==> src/design/vss_pkg.sv <==
// Shared types, constants and helpers for the VAD speech segmenter.
// No dependencies; imported by the csr, tracker, pad/clamp and top-level modules.
`timescale 1ns / 1ps

package vss_pkg;

   // Position counters and segment bounds
   localparam int POS_W  = 32;
   // Signed compare width: holds any position or 32-bit register, plus sign
   localparam int CMP_W  = ((POS_W > 32) ? POS_W : 32) + 2;
   localparam int OUT_W  = 32;
   localparam int WS_W   = 13;
   localparam int IDX_W  = 3;
   localparam int DATA_W = 32;

   typedef logic [POS_W-1:0]        pos_type;
   typedef logic [POS_W:0]          ext_type;
   typedef logic signed [CMP_W-1:0] cmp_type;

   typedef enum logic [1:0] {
      ACT_START  = 2'd0,
      ACT_WINDOW = 2'd1,
      ACT_END    = 2'd2
   } action_type;

   typedef enum logic [1:0] {
      KIND_SPLIT   = 2'd0,
      KIND_SILENCE = 2'd1,
      KIND_FLUSH   = 2'd2
   } kind_type;

   // Register indexes
   localparam logic [IDX_W-1:0] CSR_THRESHOLD   = 3'd0;
   localparam logic [IDX_W-1:0] CSR_WIN_STEP    = 3'd1;
   localparam logic [IDX_W-1:0] CSR_MIN_SILENCE = 3'd2;
   localparam logic [IDX_W-1:0] CSR_MIN_SPEECH  = 3'd3;
   localparam logic [IDX_W-1:0] CSR_MAX_SPEECH  = 3'd4;
   localparam logic [IDX_W-1:0] CSR_PAD         = 3'd5;

   typedef struct packed {
      logic [15:0]     threshold;
      logic [WS_W-1:0] win_step;
      logic [23:0]     min_silence;
      logic [23:0]     min_speech;
      logic [31:0]     max_speech;
      logic [23:0]     pad;
   } cfg_type;

   // Unpadded segment handed from the tracker to the pad/clamp stage
   typedef struct packed {
      pos_type  seg_s;
      ext_type  seg_e;
      pos_type  total;
      kind_type kind;
   } cand_type;

   function automatic cmp_type to_cmp(input pos_type v);
      return cmp_type'(v);
   endfunction

   // Saturating position advance
   function automatic pos_type sat_add(input pos_type a, input logic [WS_W-1:0] b);
      logic [POS_W:0] s;
      s = {1'b0, a} + (POS_W+1)'(b);
      return s[POS_W] ? {POS_W{1'b1}} : s[POS_W-1:0];
   endfunction

endpackage

==> src/design/vss_csr.sv <==
// Configuration register file of the VAD speech segmenter.
// Depends on vss_pkg.
`timescale 1ns / 1ps

module vss_csr (
   input  logic                     clock,
   input  logic                     reset,
   input  logic                     csr_write_en,
   input  logic [vss_pkg::IDX_W-1:0]  csr_index,
   input  logic [vss_pkg::DATA_W-1:0] csr_wdata,
   output vss_pkg::cfg_type         cfg
);
   import vss_pkg::*;

   cfg_type cfg_ff;
   cfg_type cfg_in;

   always_comb begin
      cfg_in = cfg_ff;
      if (csr_write_en) begin
         case (csr_index)
            CSR_THRESHOLD:   cfg_in.threshold   = csr_wdata[15:0];
            CSR_WIN_STEP:    cfg_in.win_step    = csr_wdata[WS_W-1:0];
            CSR_MIN_SILENCE: cfg_in.min_silence = csr_wdata[23:0];
            CSR_MIN_SPEECH:  cfg_in.min_speech  = csr_wdata[23:0];
            CSR_MAX_SPEECH:  cfg_in.max_speech  = csr_wdata[31:0];
            CSR_PAD:         cfg_in.pad         = csr_wdata[23:0];
            default:         cfg_in = cfg_ff;
         endcase
      end
   end

   always_ff @(posedge clock) begin
      if (reset) begin
         cfg_ff.threshold   <= 16'd32768;
         cfg_ff.win_step    <= 13'd512;
         cfg_ff.min_silence <= 24'd1600;
         cfg_ff.min_speech  <= 24'd4000;
         cfg_ff.max_speech  <= 32'd480000;
         cfg_ff.pad         <= 24'd480;
      end else begin
         cfg_ff <= cfg_in;
      end
   end

   assign cfg = cfg_ff;

endmodule

==> src/design/vss_tracker.sv <==
// Segment tracker: run state update per input beat, unpadded segment register.
// Depends on vss_pkg.
`timescale 1ns / 1ps

module vss_tracker (
   input  logic                 clock,
   input  logic                 reset,
   input  vss_pkg::cfg_type     cfg,
   input  logic                 req_valid,
   output logic                 req_ready,
   input  logic [1:0]           req_action,
   input  logic [15:0]          req_prob_level,
   input  logic [31:0]          req_audio_length,
   output logic                 cand_valid,
   output vss_pkg::cand_type    cand,
   input  logic                 down_ready
);
   import vss_pkg::*;

   logic     open_ff, open_in;
   pos_type  begin_ff, begin_in;
   pos_type  silence_ff, silence_in;
   pos_type  position_ff, position_in;
   pos_type  total_ff, total_in;
   logic     cand_valid_ff, cand_valid_in;
   cand_type cand_ff, cand_in;
   logic     accept;
   logic     emit;

   assign req_ready = !cand_valid_ff || down_ready;
   assign accept    = req_valid && req_ready;

   always_comb begin
      pos_type p;
      pos_type b;
      pos_type sr;
      cmp_type e;
      cmp_type len;

      p           = position_ff;
      b           = begin_ff;
      sr          = silence_ff;
      e           = '0;
      len         = '0;
      open_in     = open_ff;
      begin_in    = begin_ff;
      silence_in  = silence_ff;
      position_in = position_ff;
      total_in    = total_ff;
      emit        = 1'b0;
      cand_in.seg_s = begin_ff;
      cand_in.seg_e = ext_type'(position_ff);
      cand_in.total = total_ff;
      cand_in.kind  = KIND_SPLIT;

      if (accept) begin
         case (req_action)
            ACT_START: begin
               open_in     = 1'b0;
               begin_in    = '0;
               silence_in  = '0;
               position_in = '0;
               total_in    = pos_type'(req_audio_length);
            end
            ACT_WINDOW: begin
               if (req_prob_level >= cfg.threshold) begin
                  b          = open_ff ? begin_ff : p;
                  open_in    = 1'b1;
                  begin_in   = b;
                  silence_in = '0;
                  if (p >= b && to_cmp(p - b) > cmp_type'(cfg.max_speech)) begin
                     emit          = 1'b1;
                     cand_in.seg_s = b;
                     cand_in.seg_e = ext_type'(p);
                     cand_in.kind  = KIND_SPLIT;
                     begin_in      = p;
                  end
               end else if (open_ff) begin
                  sr = sat_add(silence_ff, cfg.win_step);
                  silence_in = sr;
                  if (to_cmp(sr) >= cmp_type'(cfg.min_silence)) begin
                     // segment end = first silent sample of the run
                     e = to_cmp(p) + cmp_type'(cfg.win_step) - to_cmp(sr);
                     if (e < 0) begin
                        e = '0;
                     end
                     len = e - to_cmp(begin_ff);
                     if (len >= cmp_type'(cfg.min_speech)) begin
                        emit          = 1'b1;
                        cand_in.seg_s = begin_ff;
                        cand_in.seg_e = ext_type'(e);
                        cand_in.kind  = KIND_SILENCE;
                     end
                     open_in    = 1'b0;
                     silence_in = '0;
                  end
               end
               position_in = sat_add(position_ff, cfg.win_step);
            end
            ACT_END: begin
               if (open_ff) begin
                  len = to_cmp(total_ff) - to_cmp(begin_ff);
                  if (len >= cmp_type'(cfg.min_speech)) begin
                     emit          = 1'b1;
                     cand_in.seg_s = begin_ff;
                     cand_in.seg_e = ext_type'(total_ff);
                     cand_in.kind  = KIND_FLUSH;
                  end
                  open_in    = 1'b0;
                  silence_in = '0;
               end
            end
            default: begin
               open_in = open_ff;
            end
         endcase
      end

      if (accept) begin
         cand_valid_in = emit;
      end else if (down_ready) begin
         cand_valid_in = 1'b0;
      end else begin
         cand_valid_in = cand_valid_ff;
      end
   end

   always_ff @(posedge clock) begin
      if (reset) begin
         open_ff       <= 1'b0;
         begin_ff      <= '0;
         silence_ff    <= '0;
         position_ff   <= '0;
         total_ff      <= '0;
         cand_valid_ff <= 1'b0;
      end else begin
         open_ff       <= open_in;
         begin_ff      <= begin_in;
         silence_ff    <= silence_in;
         position_ff   <= position_in;
         total_ff      <= total_in;
         cand_valid_ff <= cand_valid_in;
      end
   end

   always_ff @(posedge clock) begin
      if (accept && emit) begin
         cand_ff <= cand_in;
      end
   end

   assign cand_valid = cand_valid_ff;
   assign cand       = cand_ff;

endmodule

==> src/design/vss_pad_clamp.sv <==
// Output stage: pads a segment, clamps it to [0, audio length], holds the beat.
// Depends on vss_pkg.
`timescale 1ns / 1ps

module vss_pad_clamp (
   input  logic              clock,
   input  logic              reset,
   input  logic [23:0]       pad,
   input  logic              cand_valid,
   input  vss_pkg::cand_type cand,
   output logic              down_ready,
   output logic              rsp_valid,
   input  logic              rsp_ready,
   output logic [31:0]       rsp_seg_start,
   output logic [31:0]       rsp_seg_end,
   output logic [1:0]        rsp_seg_kind
);
   import vss_pkg::*;

   logic                  valid_ff, valid_in;
   logic [OUT_W-1:0]      start_ff, start_in;
   logic [OUT_W-1:0]      end_ff, end_in;
   kind_type              kind_ff;
   logic                  load;
   pos_type               ps;
   logic [POS_W+1:0]      pe;

   assign down_ready = !valid_ff || rsp_ready;
   assign load       = cand_valid && down_ready;

   always_comb begin
      if (to_cmp(cand.seg_s) < cmp_type'(pad)) begin
         ps = '0;
      end else begin
         ps = cand.seg_s - pos_type'(pad);
      end
      pe = (POS_W+2)'(cand.seg_e) + (POS_W+2)'(pad);
      if (pe > (POS_W+2)'(cand.total)) begin
         pe = (POS_W+2)'(cand.total);
      end
      start_in = OUT_W'(ps);
      end_in   = OUT_W'(pe);
      if (load) begin
         valid_in = 1'b1;
      end else if (rsp_ready) begin
         valid_in = 1'b0;
      end else begin
         valid_in = valid_ff;
      end
   end

   always_ff @(posedge clock) begin
      if (reset) begin
         valid_ff <= 1'b0;
      end else begin
         valid_ff <= valid_in;
      end
   end

   always_ff @(posedge clock) begin
      if (load) begin
         start_ff <= start_in;
         end_ff   <= end_in;
         kind_ff  <= cand.kind;
      end
   end

   assign rsp_valid     = valid_ff;
   assign rsp_seg_start = start_ff;
   assign rsp_seg_end   = end_ff;
   assign rsp_seg_kind  = kind_ff;

endmodule

==> src/design/vad_speech_segmenter.sv <==
// Top level of the VAD speech segmenter: register file, tracker, pad/clamp stage.
// Depends on vss_pkg, vss_csr, vss_tracker, vss_pad_clamp.
`timescale 1ns / 1ps
//
// Usage
//  - req channel (valid/ready): one beat per audio window (action WINDOW with
//    prob_level), plus START beats (latch audio_length, clear the run) and END
//    beats (flush an open segment at the audio length). Action code 3 is a no-op.
//  - rsp channel (valid/ready): zero or one beat per request: padded, clamped
//    segment start/end in samples and the reason it closed (split/silence/flush).
//  - csr port: one-cycle writes, index per register list; only while idle.
//  - Throughput: one request beat per cycle while not stalled (see Stall).
//    Tracker state updates at the accepting edge; the next beat can follow in
//    the next cycle. A segment reaches rsp through the tracker segment register,
//    then the pad/clamp output register.
//  - Stall: with rsp held, one more segment waits in the tracker register;
//    requests that make no segment keep flowing until that slot is needed.
//  - Reset (synchronous): run state clears, registers take default values,
//    both channels empty.
//
module vad_speech_segmenter (
   input  logic        clock,
   input  logic        reset,
   input  logic        req_valid,
   output logic        req_ready,
   input  logic [1:0]  req_action,
   input  logic [15:0] req_prob_level,
   input  logic [31:0] req_audio_length,
   output logic        rsp_valid,
   input  logic        rsp_ready,
   output logic [31:0] rsp_seg_start,
   output logic [31:0] rsp_seg_end,
   output logic [1:0]  rsp_seg_kind,
   input  logic        csr_write_en,
   input  logic [vss_pkg::IDX_W-1:0]  csr_index,
   input  logic [vss_pkg::DATA_W-1:0] csr_wdata
);
   import vss_pkg::*;

   cfg_type  cfg;
   cand_type cand;
   logic     cand_valid;
   logic     down_ready;

   vss_csr u_csr (
      .clock        (clock),
      .reset        (reset),
      .csr_write_en (csr_write_en),
      .csr_index    (csr_index),
      .csr_wdata    (csr_wdata),
      .cfg          (cfg)
   );

   // Decision logic: open/extend/split/close per window
   vss_tracker u_tracker (
      .clock            (clock),
      .reset            (reset),
      .cfg              (cfg),
      .req_valid        (req_valid),
      .req_ready        (req_ready),
      .req_action       (req_action),
      .req_prob_level   (req_prob_level),
      .req_audio_length (req_audio_length),
      .cand_valid       (cand_valid),
      .cand             (cand),
      .down_ready       (down_ready)
   );

   // Padding, clamping and the output register
   vss_pad_clamp u_pad_clamp (
      .clock         (clock),
      .reset         (reset),
      .pad           (cfg.pad),
      .cand_valid    (cand_valid),
      .cand          (cand),
      .down_ready    (down_ready),
      .rsp_valid     (rsp_valid),
      .rsp_ready     (rsp_ready),
      .rsp_seg_start (rsp_seg_start),
      .rsp_seg_end   (rsp_seg_end),
      .rsp_seg_kind  (rsp_seg_kind)
   );

endmodule

==> config.mk <==
export PLATFORM = sky130hd
export DESIGN_NAME = vad_speech_segmenter
export DESIGN_NICKNAME = d
export VERILOG_FILES = /design/src/design/vss_pkg.sv /design/src/design/vss_csr.sv /design/src/design/vss_tracker.sv /design/src/design/vss_pad_clamp.sv /design/src/design/vad_speech_segmenter.sv
export SDC_FILE = /design/constraint.sdc
export NUM_CORES = 2
export LEC_CHECK = 0
export ABC_AREA = 0
export BUFFER_PORTS_ARGS = -buffer_cell sky130_fd_sc_hd__clkbuf_2
export CAP_MARGIN = 20
export CORE_ASPECT_RATIO = 0.9
export CORE_UTILIZATION = 63
export DETAILED_ROUTE_END_ITERATION = 8
export GPL_TIMING_DRIVEN = 1
export PLACE_DENSITY = 0.88
export SYNTH_ARGS = -nofsm -noshare
export SYNTH_HDL_FRONTEND = slang
export SYNTH_SLANG_ARGS = --single-unit
==> constraint.sdc <==
create_clock -name clock -period 12.6 [get_ports clock]
set_input_delay 1.26 -clock clock [delete_from_list [all_inputs] [get_ports clock]]
set_output_delay 1.26 -clock clock [all_outputs]
set_load 0.03 [all_outputs]
==> flow_summary_export.csv <==
group,metric,value,unit
status,status,"finished clean",
route,wire_per_inst,23.4,um
power,clkPwrFrac,30.6,%
finish,area_growth,9.06,%
route,via_count,29300,
clock_network,clk_path_buf_depth,3,
finish,layout_commonest_cell,"nand2_1",
synthesis,netlist.area_leader.share,16.9,%
finish,final_cell_mix,"nand2_1 (492), a21oi_1 (374), ha_1 (359)",
route,wl_met1,39900,um
global_route,globalRouteOverflowTotal,0,
timing,layout_min_cycle_time,11.23,ns
clock_network,hold_buffers,0,
global_route,grt_max_degree,145,
synthesis,syn_area_per_cell,8.44,sq um
power,p_per_area,131,nW/um^2
timing,postLayoutSetupSlackWorst,1.37,ns
place,dp_hpwl,79800,um
synthesis,yosys_warnings,0,
synthesis,synth-main-ff-cell,"dfxtp_1",
clock_network,cts_tree,"built",
worst_setup_path,crit_top_cell,"ha_1",
route,firstDrtPassIters,6,
worst_setup_path,endpoint_kind,"flip-flop",
route,drc,0,
route,topRoutingLayerUsed,"met5",
place,numPortBuffers,157,
worst_setup_path,cp_max_fo,99,
floorplanning,coreArea,49100,sq um
place,placedCellCount,4394,
power,peakVddDrop,102,uV
synthesis,yosysSeqAreaShare,32.6,%
power,p_leak,0.0143,uW
floorplanning,start_util,63.8,%
timing,rsz0062_at_grt,"false",
synthesis,synth_cell_types,89,
timing,fin_tns_setup,0,ns
timing,slew_viol_final,0,
place,gp_congestion,1.07,
route,drt-initial-drc-count,3175,
synthesis,synth.area.top_cells,"dfxtp_1 (17%), edfxtp_1 (16%), ha_1 (14%)",
worst_setup_path,crit_required,12.89,ns
power,switching_share,36.0,%
synthesis,synth_async_sr_flop_share,0,%
synthesis,ys_seq_elements,429,
finish,nNetsFinal,4267,
route,routed-wl-met2,44900,um
floorplanning,fp.dieH,214,um
worst_setup_path,slowest_stage,"a311o_2",
clock_network,cts_inserted_buffers,45,
synthesis,netlist_area,31400,sq um
route,dr_wl_met3,12400,um
clock_network,ctsResizeCount,0,
floorplanning,die_w,237,um
clock_network,clk_pin_slew,0.07,ns
timing,holdWs,0.420,ns
global_route,first_global_vias,27400,
power,p_total,4490,uW
place,dp_slack,1.62,ns
clock_network,clock_latency,0.62,ns
clock_network,cts_htree_levels,2,
worst_setup_path,arrival,11.53,ns
timing,max_freq,89.0,MHz
floorplanning,die_area,50700,sq um
route,wl,105000,um
timing,finalClockSkew,0.0306,ns
clock_network,cts_setup_buffers,0,
timing,finalCritPeriodShare,89.2,%
timing,worst_slew_pin_slew,1.12,ns
floorplanning,ioPinCount,158,
synthesis,synth_nets,4174,
synthesis,synth-edff-count,165,
power,p_comb_share,36.3,%
worst_hold_path,hold_class,"reg -> reg",
power,seq_power_share,33.1,%
worst_setup_path,max_stage_delay,0.83,ns
clock_network,cts_sinks,429,
finish,fin_cells,4480,
route,ant_nets,0,
synthesis,synthCells,3717,
global_route,antenna_found_initial,6,
route,via_per_inst,6.54,
worst_setup_path,start_kind,"flip-flop",
global_route,grt_pass1_wl,157000,um
finish,final_layout_size_suffix_gt1_share,9.05,%
clock_network,root_buffer,"clkbuf_16",
power,internal-power,2870,uW
global_route,grt_usage,40.6,%
floorplanning,num_rows,77,
run,drv_cap,0,
timing,hold_viol,0,
power,switching_power,1610,uW
timing,max_slew_margin,25.3,%
worst_setup_path,critPathKind,"reg -> reg",
timing,setup_violations,0,
synthesis,synth_largest_area_cell,"dfxtp_1",
-- stage by stage --
stage,cell area (sq um),utilization (%)
floorplan,31400,-
global placement,32600,66.4
detailed placement,32700,66.5
CTS,34200,69.6
global route,34200,69.6
finish,34200,69.6
-- sequential cells by signal (all words and copies together), names as in the netlist --
signal / count
u_tracker.begin_ff: 32
u_pad_clamp.rsp_seg_start: 32
u_tracker.cand_valid: 1
u_tracker.open_ff: 1
u_csr.cfg: 133
u_tracker.silence_ff: 32
u_pad_clamp.rsp_seg_end: 32
u_pad_clamp.rsp_seg_kind: 2
u_tracker.position_ff: 32
u_tracker.cand: 99
u_pad_clamp.rsp_valid: 1
u_tracker.total_ff: 32
-- kinds of logic (layout without fill, tap and decap cells) --
family | count (synthesis) | after routing | share of synthesized area [%]
AND/OR/NAND/NOR | 1228 | 1228 | 18.3
AO/OA/AOI/OAI | 1009 | 1009 | 21.2
flip-flops | 429 | 429 | 32.6
buffers and inverters | 419 | 548 | 5.14
adder cells (fa/ha/maj) | 367 | 367 | 14.8
XOR/XNOR | 189 | 189 | 5.28
multiplexers | 76 | 76 | 2.56
other | 0 | 2 | 0
-- power by group through the flow --
stage / logic (uW) / clock network, uW / registers, uW
2_1_floorplan: 1150 / 0 / 1500
4_1_cts: 1570 / 1370 / 1480
3_5_place_dp: 1560 / 0 / 1510
3_3_place_gp: 1570 / 0 / 1510
6_report: 1630 / 1370 / 1480
5_1_grt: 1770 / 1420 / 1480
-- layer usage --
metal / up-vias / global-route usage [%]
met5: - / 0
met4: 4 / 25.7
met3: 395 / 9.53
met2: 1637 / 63.6
met1: 13700 / 50.8
li1: 13600 / -
-- final cells by class --
| class | count | area (sq um) |
|---|---|---|
| timing repair buffer | 186 | 1040 |
| fill | 3819 | 14900 |
| sequential | 429 | 10200 |
| tap | 632 | 791 |
| clock inverter | 23 | 214 |
| clock buffer | 60 | 1310 |
| multi-input combinational | 2869 | 19600 |
| inverter | 279 | 1050 |
| antenna | 2 | 5.00 |
-- critical path, delay by kind of cell, from the launching register on --
| family | cells | cell delay (ns) |
|---|---|---|
| simple gates | 15 | 3.38 |
| xor+xnor | 2 | 0.34 |
| buf+inv | 3 | 0.56 |
| fa+ha+maj | 5 | 1.72 |
| flops | 1 | 0.42 |
| compound gates | 16 | 4.43 |
-- cell usage after synthesis (all sizes together), types with 37 or more instances --
library cell  instances
clkbuf              115
xnor2               117
mux2i                43
nor3                 92
xor2                 72
nand2               492
nand3                81
a221o                37
o21ai               148
dfxtp               264
nor2b                68
inv                 279
edfxtp              165
a21oi               374
nand4                43
a21o                 98
ha                  359
nor2                245
-- worst paths after layout --
path	start	end	slack, ns	cells past startpoint
max	u_tracker.position_ff[1]	u_tracker.cand[74]	1.37	41
min	u_tracker.cand[1]	u_pad_clamp.rsp_seg_kind[1]	0.42	0
max reg2reg	u_tracker.position_ff[1]	u_tracker.cand[74]	1.37	41
min reg2reg	u_tracker.cand[1]	u_pad_clamp.rsp_seg_kind[1]	0.42	0
No activity file was read; power rests on OpenSTA's default activity.
